[src/rtl/cbpf_pkg.sv]
package cbpf_pkg;

   typedef logic [7:0]       chan_type;
   typedef logic [2:0][7:0]  rgb_type;
   typedef logic [1:0]       mode_type;
   typedef logic [1:0]       row_type;
   typedef logic [8:0]       strength_type;
   typedef logic [12:0]      coef_type;
   typedef logic [7:0]       csr_index_type;

   typedef struct packed {
      logic s1_en;
      logic s2_en;
      logic s3_en;
   } stage_en_type;

   localparam csr_index_type CSR_FILTER_MODE    = 8'd0;
   localparam csr_index_type CSR_BLEND_STRENGTH = 8'd1;

   localparam mode_type MODE_NONE         = 2'd0;
   localparam mode_type MODE_PROTANOPIA   = 2'd1;
   localparam mode_type MODE_DEUTERANOPIA = 2'd2;
   localparam mode_type MODE_TRITANOPIA   = 2'd3;

   localparam row_type ROW_RED   = 2'd0;
   localparam row_type ROW_GREEN = 2'd1;
   localparam row_type ROW_BLUE  = 2'd2;

   // Q12 color matrices, [mode][output channel][input channel]; rows sum to 4096
   localparam coef_type COLOR_MATRIX [0:3][0:2][0:2] = '{
      '{ '{13'd4096, 13'd0,    13'd0},
         '{13'd0,    13'd4096, 13'd0},
         '{13'd0,    13'd0,    13'd4096} },
      '{ '{13'd2322, 13'd1774, 13'd0},
         '{13'd2286, 13'd1810, 13'd0},
         '{13'd0,    13'd991,  13'd3105} },
      '{ '{13'd2560, 13'd1536, 13'd0},
         '{13'd2867, 13'd1229, 13'd0},
         '{13'd0,    13'd1229, 13'd2867} },
      '{ '{13'd3891, 13'd205,  13'd0},
         '{13'd0,    13'd1774, 13'd2322},
         '{13'd0,    13'd1946, 13'd2150} }
   };

endpackage

[src/rtl/cbpf_channel.sv]
module cbpf_channel (
   input  logic                   clock,
   input  cbpf_pkg::stage_en_type stage_en,
   input  cbpf_pkg::row_type      row_sel,
   input  cbpf_pkg::mode_type     filter_mode,
   input  cbpf_pkg::strength_type blend_strength,
   input  cbpf_pkg::rgb_type      pixel,
   output cbpf_pkg::chan_type     chan_out
);

   // stage 1: matrix row
   logic [20:0]        prod0, prod1, prod2;
   logic [21:0]        sim_sum;
   logic [19:0]        sim_in, sim_ff;
   cbpf_pkg::chan_type orig1_in, orig1_ff;

   // stage 2: blend weight
   logic signed [20:0] diff;
   logic signed [30:0] wprod_in, wprod_ff;
   cbpf_pkg::chan_type orig2_ff;

   // stage 3: recombine and clamp
   logic signed [31:0] blend;
   cbpf_pkg::chan_type chan_in, chan_ff;

   always_comb begin
      prod0   = 21'(cbpf_pkg::COLOR_MATRIX[filter_mode][row_sel][0]) * 21'(pixel[0]);
      prod1   = 21'(cbpf_pkg::COLOR_MATRIX[filter_mode][row_sel][1]) * 21'(pixel[1]);
      prod2   = 21'(cbpf_pkg::COLOR_MATRIX[filter_mode][row_sel][2]) * 21'(pixel[2]);
      sim_sum = 22'(prod0) + 22'(prod1) + 22'(prod2);
      sim_in  = sim_sum[19:0];   // at most 255 * 4096
      orig1_in = pixel[row_sel];
   end

   always_comb begin
      diff     = $signed({1'b0, sim_ff}) - $signed({1'b0, orig1_ff, 12'b0});
      wprod_in = 31'(diff) * $signed({22'b0, blend_strength});
   end

   always_comb begin
      blend = $signed({4'b0, orig2_ff, 20'b0}) + 32'(wprod_ff);
      if (blend[31]) begin
         chan_in = '0;
      end else if (|blend[30:28]) begin
         chan_in = 8'hff;
      end else begin
         chan_in = blend[27:20];
      end
   end

   always_ff @(posedge clock) begin
      if (stage_en.s1_en) begin
         sim_ff   <= sim_in;
         orig1_ff <= orig1_in;
      end
      if (stage_en.s2_en) begin
         wprod_ff <= wprod_in;
         orig2_ff <= orig1_ff;
      end
      if (stage_en.s3_en) begin
         chan_ff <= chan_in;
      end
   end

   assign chan_out = chan_ff;

endmodule

[src/rtl/colorblind_pixel_filter.sv]
// Channel  Ports                         Dir  Payload
// req      req_tvalid/tready/tdata       in   RGBA pixel
// rsp      rsp_tvalid/tready/tdata       out  filtered RGBA pixel
// csr      csr_valid/ready/index/data    in   register writes
//
// Three register stages (matrix row, strength weighting, clamp); a pixel
// passes through them in order; one pixel per cycle unless the output stalls.
// Every stage takes a new pixel each cycle unless it is full and stalled.
// Reset clears the stage valid bits and both registers (mode none, strength 0).
// Each stage holds while the one after it is full and stalled; a bubble fills.
module colorblind_pixel_filter (
   input  logic        clock,
   input  logic        reset,

   input  logic        req_tvalid,
   output logic        req_tready,
   input  logic [31:0] req_tdata,   // red_in, green_in, blue_in, alpha_in

   output logic        rsp_tvalid,
   input  logic        rsp_tready,
   output logic [31:0] rsp_tdata,   // red_out, green_out, blue_out, alpha_out

   input  logic        csr_valid,
   output logic        csr_ready,
   input  logic [7:0]  csr_index,
   input  logic [8:0]  csr_data
);

   cbpf_pkg::mode_type     mode_ff, mode_in;
   cbpf_pkg::strength_type strength_ff, strength_in;

   logic v1_ff, v1_in, v2_ff, v2_in, v3_ff, v3_in;
   logic rdy1, rdy2, rdy3;
   cbpf_pkg::stage_en_type stage_en;

   cbpf_pkg::rgb_type  pixel;
   cbpf_pkg::chan_type alpha1_ff, alpha2_ff, alpha3_ff;
   cbpf_pkg::chan_type chan_out [0:2];

   assign csr_ready = 1'b1;

   always_comb begin
      mode_in     = mode_ff;
      strength_in = strength_ff;
      if (csr_valid && csr_ready) begin
         if (csr_index == cbpf_pkg::CSR_FILTER_MODE) begin
            mode_in = csr_data[1:0];
         end
         if (csr_index == cbpf_pkg::CSR_BLEND_STRENGTH) begin
            strength_in = csr_data;
         end
      end
   end

   always_comb begin
      rdy3 = !v3_ff || rsp_tready;
      rdy2 = !v2_ff || rdy3;
      rdy1 = !v1_ff || rdy2;
      stage_en.s1_en = rdy1;
      stage_en.s2_en = rdy2;
      stage_en.s3_en = rdy3;
      v1_in = rdy1 ? req_tvalid : v1_ff;
      v2_in = rdy2 ? v1_ff      : v2_ff;
      v3_in = rdy3 ? v2_ff      : v3_ff;
   end

   assign req_tready = rdy1;

   always_ff @(posedge clock) begin
      if (reset) begin
         mode_ff     <= cbpf_pkg::MODE_NONE;
         strength_ff <= '0;
         v1_ff       <= 1'b0;
         v2_ff       <= 1'b0;
         v3_ff       <= 1'b0;
      end else begin
         mode_ff     <= mode_in;
         strength_ff <= strength_in;
         v1_ff       <= v1_in;
         v2_ff       <= v2_in;
         v3_ff       <= v3_in;
      end
   end

   always_ff @(posedge clock) begin
      if (stage_en.s1_en) begin
         alpha1_ff <= req_tdata[31:24];
      end
      if (stage_en.s2_en) begin
         alpha2_ff <= alpha1_ff;
      end
      if (stage_en.s3_en) begin
         alpha3_ff <= alpha2_ff;
      end
   end

   assign pixel[0] = req_tdata[7:0];
   assign pixel[1] = req_tdata[15:8];
   assign pixel[2] = req_tdata[23:16];

   cbpf_channel u_red (
      .clock          (clock),
      .stage_en       (stage_en),
      .row_sel        (cbpf_pkg::ROW_RED),
      .filter_mode    (mode_ff),
      .blend_strength (strength_ff),
      .pixel          (pixel),
      .chan_out       (chan_out[0])
   );

   cbpf_channel u_green (
      .clock          (clock),
      .stage_en       (stage_en),
      .row_sel        (cbpf_pkg::ROW_GREEN),
      .filter_mode    (mode_ff),
      .blend_strength (strength_ff),
      .pixel          (pixel),
      .chan_out       (chan_out[1])
   );

   cbpf_channel u_blue (
      .clock          (clock),
      .stage_en       (stage_en),
      .row_sel        (cbpf_pkg::ROW_BLUE),
      .filter_mode    (mode_ff),
      .blend_strength (strength_ff),
      .pixel          (pixel),
      .chan_out       (chan_out[2])
   );

   assign rsp_tvalid = v3_ff;
   assign rsp_tdata  = {alpha3_ff, chan_out[2], chan_out[1], chan_out[0]};

`ifndef NO_ASSERTIONS
   // an empty output stage means the whole pipe can move
   a_empty_out_accepts: assert property (@(posedge clock) disable iff (reset)
      !rsp_tvalid |-> req_tready)
      else $error("pipe refuses input with output stage empty");

   // a pixel in stage 1 advances into stage 2 when stage 2 frees up
   a_s1_advances: assert property (@(posedge clock) disable iff (reset)
      (v1_ff && rdy2) |=> v2_ff)
      else $error("stage 1 pixel lost");

   // a stalled stage 2 keeps its pixel and the output stays full
   a_s2_holds: assert property (@(posedge clock) disable iff (reset)
      (v2_ff && !rdy3) |=> (v2_ff && v3_ff))
      else $error("stage 2 pixel dropped during stall");
`endif

endmodule

[config.mk]
export PLATFORM = sky130hd
export DESIGN_NAME = colorblind_pixel_filter
export DESIGN_NICKNAME = d
export VERILOG_FILES = /design/src/rtl/cbpf_pkg.sv /design/src/rtl/cbpf_channel.sv /design/src/rtl/colorblind_pixel_filter.sv
export SDC_FILE = /design/constraint.sdc
export NUM_CORES = 2
export LEC_CHECK = 0
export ABC_CLOCK_PERIOD_IN_PS = 11200
export BUFFER_PORTS_ARGS = -buffer_cell sky130_fd_sc_hd__buf_2
export CORE_MARGIN = 5
export CORE_UTILIZATION = 70
export DETAILED_ROUTE_END_ITERATION = 6
export GPL_ROUTABILITY_DRIVEN = 0
export HOLD_SLACK_MARGIN = 0.02
export PLACE_DENSITY = 0.88
export REMOVE_ABC_BUFFERS = 1
export SKIP_LAST_GASP = 1
export SYNTH_ARGS = -nofsm -noshare
export SYNTH_HDL_FRONTEND = slang
export SYNTH_SLANG_ARGS = --single-unit
[constraint.sdc]
create_clock -name clock -period 11.2 [get_ports clock]
set_input_delay 0.56 -clock clock [delete_from_list [all_inputs] [get_ports clock]]
set_output_delay 0.56 -clock clock [all_outputs]
set_load 0.05 [all_outputs]
======== After elaboration in Yosys (flattened, before gate mapping) ========
Cells that the tools add are included.
storage, ports and cells
  register bits after elaboration ......... 263
  logic and storage cells ................. 68
  output and inout port bits .............. 35
  input port bits ......................... 54
cells by class
  bitwise gates (word level) .............. 1
  $mul .................................... 12
  equal/unequal tests ..................... 1
  muxes and demuxes ....................... 6
  $lt $le $gt $ge ......................... 1
  $add $sub $neg .......................... 12
  reductions and logical operators ........ 12
operators by type and width
  kind                                                              count
  117-bit binary-select mux with 2-bit select                       1
  117-bit 2-to-1 mux                                                2
  13-bit by 8-bit multiplier with 20-bit output                     9
  20-bit adder                                                      6
  29-bit by 31-bit adder with 32-bit output                         3
  21-bit by 10-bit multiplier with 31-bit output                    3
  20-bit by 20-bit subtractor with 21-bit output                    3
  8-bit 2-to-1 mux                                                  3
  3-bit OR reduction                                                3
  8-bit by 1-bit == test with 1-bit output (second input constant)  1
  8-bit zero test                                                   1
  2-bit AND reduction                                               2
  3-bit >= comparator (second input constant)                       1
  1-bit zero test                                                   3
  1-bit logical OR                                                  3
  2-bit NOT with 3-bit output                                       1

======== Depth between registers and ports, before layout ========
  word-level depth ........................ 7
  depth in mapped cells ................... 29
  mapped depth without buffers ............ 29

======== Modules after synthesis ========
A second synthesis with hierarchy kept.
second synthesis, totals
  cell total of the unflattened synthesis .. 5864
  area total of the unflattened synthesis .. 56121.3 sq um
by module, submodules not included
  module                   cells each  area each (sq um)  times used
  cbpf_channel at u_blue   1952        18435.2            1
  cbpf_channel at u_green  1903        18161.2            1
  cbpf_channel at u_red    1916        18142.4            1
  colorblind_pixel_filter  93          1382.6             1

======== Worst setup path before layout ========
No wires, ideal clock.
  path kind ............................... register to register
  start point ............................. register mode_ff[1]
  end point ............................... register u_green.sim_ff[19] (data pin)
  path buffers ............................ 2
  path slack .............................. 4.378 ns
  arrival time ............................ 6.562 ns
  stages on the path, launching flop included .. 27
  required time ........................... 10.940 ns
  library setup time ...................... 0.260 ns
  cells stage by stage .................... dfxtp_1 -> clkbuf_1 -> inv_1 -> ha_1 -> clkbuf_1 -> nand2_1 -> inv_1 -> fa_1 -> fa_1 -> ha_1 -> inv_1 -> fa_1 -> inv_1 -> fa_1 -> inv_1 -> fa_1 -> fa_1 -> inv_1 -> ha_1 -> inv_1 -> o21bai_1 -> a21oi_1 -> o21bai_1 -> a211o_1 -> a2111oi_2 -> o21ai_0 -> nor3b_1
between the ends
  word-level cells in the longest chain between the ends .. 7
RTL lines
  item                                                                     RTL line                                                    source
  start: declaration                                                       colorblind_pixel_filter.sv:29                               cbpf_pkg::mode_type mode_ff, mode_in;
  start signal: assignment                                                 colorblind_pixel_filter.sv:71                               mode_ff <= cbpf_pkg::MODE_NONE;
  start signal: assignment                                                 colorblind_pixel_filter.sv:77                               mode_ff <= mode_in;
  2-bit NOT with 3-bit output (not written as such) *                      cbpf_channel.sv:27, cbpf_channel.sv:28, cbpf_channel.sv:29
  117-bit binary-select mux with 2-bit select *                            cbpf_channel.sv:27, cbpf_channel.sv:28, cbpf_channel.sv:29
  117-bit 2-to-1 mux * (2 in series)                                       -
  13-bit by 8-bit multiplier with 20-bit output, on equally long branches  cbpf_channel.sv:27, cbpf_channel.sv:28
  20-bit adder                                                             cbpf_channel.sv:30                                          sim_sum = 22'(prod0) + 22'(prod1) + 22'(prod2);
  20-bit adder *                                                           cbpf_channel.sv:30
  net u_green.sim_sum[19]                                                  cbpf_channel.sv:13                                          logic [21:0] sim_sum;
  end signal: assignment                                                   cbpf_channel.sv:53                                          sim_ff <= sim_in;
  end: declaration                                                         cbpf_channel.sv:14                                          logic [19:0] sim_in, sim_ff;
The timed path passes the listed nets; every way through them passes the cells marked *. The select of a mux whose other input is x is not followed.
A chain may end at the register's enable or synchronous reset.

======== Worst setup path after layout ========
Same ends and word-level chain as after synthesis.

==> impl_metrics.py <==
metrics = {
    "synthesis": {
        "yosysSeqAreaShare_pct": 13.5,
        "ys.flop_type": "edfxtp_1",
        "avgSynthCellArea_um2": 9.96,
        "ys_ff_latch": 203,
        "synth_warnings": 0,
        "synth-edff-count": 189,
        "syn_area_um2": 44100,
        "synth_cells": 4434,
        "synth.distinct_cells": 69,
        "ys_async_sr_fraction_pct": 0,
    },
    "power_and_ir_drop": {
        "ir_drop_uv": 120,
        "power_frac_comb_pct": 15.2,
        "swShare_pct": 29.4,
        "net-switching-power_uw": 601,
        "clkPwrFrac_pct": 41.9,
        "p_int_uw": 1440,
        "p_leak_uw": 0.0256,
        "seqPwrFrac_pct": 42.9,
        "power_density_nw_per_um2": 44.1,
    },
    "layout": {
        "drive_above_1_share_pct": 4.00,
        "mostFrequentLayoutCells": "1,233 x inv_1, 853 x fa_1, 606 x ha_1, 383 x and2_1, 323 x nand2_1",
        "ff_latch_area_um2": 5970,
        "fin_cells": 5345,
        "finish.net_count": 5991,
        "multi_input_area_um2": 33200,
        "area_growth_pct": 4.90,
        "layout_commonest_cell": "inv_1",
        "fillCellCount": 3994,
    },
    "detailed_routing": {
        "drc": 8,
        "wl_per_cell_um": 19.3,
        "vias_per_cell": 5.75,
        "m1WireLength_um": 38100,
        "ant_nets": 0,
        "drtIter0Drc": 2290,
        "top_layer_used": "met4",
        "vias": 30700,
        "dr.pass1.iters": 7,
        "finalWirelength_um": 103000,
        "wl_met2_um": 49900,
        "route.met3.wl_um": 10200,
    },
    "critical_path": {
        "worstPathArrival_ns": 8.57,
        "crit_path_start_kind": "flop",
        "critical_path_class": "reg -> reg",
        "critPathRequiredTime_ns": 11.51,
        "end_kind": "flop",
        "critical_path.max_fanout": 28,
    },
    "clock_tree": {
        "cts_tree": "done",
        "cts_resized": 0,
        "insertion_delay_ns": 0.59,
        "ctsHoldBuffers": 0,
        "h-tree-depth": 1,
        "cts_inserted_buffers": 26,
        "ctsLongestPathBuffers": 3,
        "cts_root_buf": "clkbuf_16",
        "cts_num_sinks": 203,
        "cts_setup_buffers": 0,
        "cts.clk_slew.worst_paths_ns": 0.07,
    },
    "sta": {
        "rsz0062_at_grt": "no",
        "clock.fmax_mhz": 121,
        "period_needed_ns": 8.26,
        "finClkSkew_ns": 0.0390,
        "tightest_slew_ns": 1.08,
        "finalCritPeriodShare_pct": 73.7,
        "hold_slack_ns": 0.146,
        "maxSlewViolCount": 0,
        "max_slew_margin_pct": 27.5,
        "fin_tns_setup_ns": 0,
        "finalSetupViolations": 0,
        "finalHoldViolations": 0,
    },
    "floorplanning": {
        "num_io_pins": 89,
        "core_um2": 62700,
        "rows": 92,
        "dieArea_um2": 68200,
        "initial_utilization_pct": 70.4,
        "die_w_um": 261,
        "die_h_um": 261,
    },
    "global_routing": {
        "grt_pass1_wl_um": 170000,
        "grtUsageTotal_pct": 31.5,
        "grt_pass1_vias": 34000,
        "grt_overflow": 0,
        "grt_max_degree": 65,
        "antenna_found_initial": 1,
    },
    "status": {
        "violations": "design-rule violations",
        "status": "complete, but fails checks",
    },
    "placed_design": {
        "place_inst": 5296,
        "port_buffers": 87,
        "dp_hpwl_um": 83100,
    },
    "run": {
        "max_cap_viol_count": 0,
    },
    "min_path": {
        "holdCritPathClass": "in -> reg",
    },
}
==> metal layers <==
metal  up-vias  track usage, %
li1      13500               -
met1     15300            40.9
met2      1535            52.3
met3       409            6.93
met4         0            12.7
met5         -               0
==> registers in the layout (all words and copies together), names as in the netlist, 9 cells and up <==
register          count
u_blue.sim_ff        20
u_green.sim_ff       20
u_red.sim_ff         20
u_blue.wprod_ff      11
u_green.wprod_ff     11
u_red.wprod_ff       11
strength_ff           9
==> kinds of logic after synthesis <==
family	after synthesis	synth area share (%)
flops	203	13.5
buf+inv	1322	11.3
compound gates	293	4.49
other cells	1	0.00850
simple gates	1005	11.8
mux	14	0.326
fa+ha+maj	1459	55.9
xor+xnor	137	2.72
==> through the flow <==
stage	total power, uW	worst slack, ns	util [%]	cell area [um2]
2_1_floorplan	1080	4.41	-	43800
3_3_place_gp	1180	3.61	72.4	45400
3_5_place_dp	1190	3.29	72.4	45400
4_1_cts	2050	3.11	73.8	46300
5_1_grt	2110	2.62	73.8	46300
6_report	2040	2.94	73.8	46300
==> worst max-delay path, cell delays in order (launching register included) <==
cell	delay, ns
dfxtp_1	0.95
inv_1	0.21
ha_1	0.87
and2_1	0.32
inv_1	0.10
fa_1	0.38
inv_1	0.14
fa_1	0.44
ha_1	0.30
inv_1	0.07
fa_1	0.51
inv_1	0.06
fa_1	0.55
inv_1	0.06
fa_1	0.45
fa_1	0.50
inv_1	0.04
ha_1	0.31
inv_1	0.08
o21bai_1	0.08
a21oi_1	0.26
o21bai_1	0.14
a211o_1	0.36
a2111oi_2	0.47
o21ai_0	0.15
nor3b_1	0.15
==> worst paths after layout <==
kind / to / cells after the start / startpoint / slack (ns)
min reg2reg: alpha2_ff[2] / 0 / alpha1_ff[2] / 0.42
min: alpha1_ff[7] / 1 / req_tdata[31] / 0.15
max: u_green.sim_ff[19] / 25 / mode_ff[1] / 2.94
max reg2reg: u_green.sim_ff[19] / 25 / mode_ff[1] / 2.94
==> power by group through the flow <==
stage / Combinational [uW] / Sequential [uW] / Clock (uW)
2_1_floorplan: 152 / 927 / 0
3_3_place_gp: 293 / 890 / 0
3_5_place_dp: 303 / 891 / 0
4_1_cts: 306 / 876 / 866
5_1_grt: 334 / 878 / 896
6_report: 310 / 876 / 855
==> cell usage after synthesis (3+ instances only) <==
library cell | count | share of area, %
dfxtp_1 | 14 | 0.63
inv_1 | 1235 | 11
o21ai_0 | 38 | 0.43
or2_2 | 6 | 0.085
a211oi_1 | 9 | 0.15
nand2_1 | 324 | 2.8
nand2b_1 | 35 | 0.50
and2_1 | 383 | 5.4
a21boi_0 | 3 | 0.051
nor2_1 | 81 | 0.69
mux2_2 | 3 | 0.077
o21bai_1 | 21 | 0.36
nor2b_1 | 63 | 0.89
clkbuf_1 | 76 | 0.65
a31oi_1 | 4 | 0.057
nor3_1 | 32 | 0.36
nor4_1 | 8 | 0.11
a21boi_1 | 6 | 0.10
o22ai_1 | 3 | 0.043
o31ai_1 | 4 | 0.068
a21oi_2 | 3 | 0.060
a2111oi_2 | 3 | 0.10
and3_1 | 6 | 0.085
o21a_1 | 18 | 0.31
or3_1 | 11 | 0.16
nand3_1 | 30 | 0.34
a21o_1 | 50 | 0.85
buf_1 | 7 | 0.060
o21ai_1 | 19 | 0.22
edfxtp_1 | 189 | 13
xnor2_1 | 105 | 2.1
mux2i_1 | 11 | 0.25
a21oi_1 | 73 | 0.83
nand4_1 | 11 | 0.16
a221oi_1 | 4 | 0.079
fa_1 | 853 | 39
and4_1 | 3 | 0.060
ha_1 | 606 | 17
or4_1 | 3 | 0.051
o211ai_1 | 5 | 0.085
xor2_1 | 32 | 0.63
a211o_1 | 8 | 0.16
==> final cells by class <==
class | count | area share (%)
diodes | 1 | 0.00540
multi-input cells | 2909 | 71.8
inverters | 1236 | 10.0
clock buffers | 34 | 1.58
repair buffers | 102 | 1.18
flip-flops and latches | 203 | 12.9
well taps | 846 | 2.29
clock inverters | 14 | 0.292
Note: power is estimated with default switching activity, not from simulation.
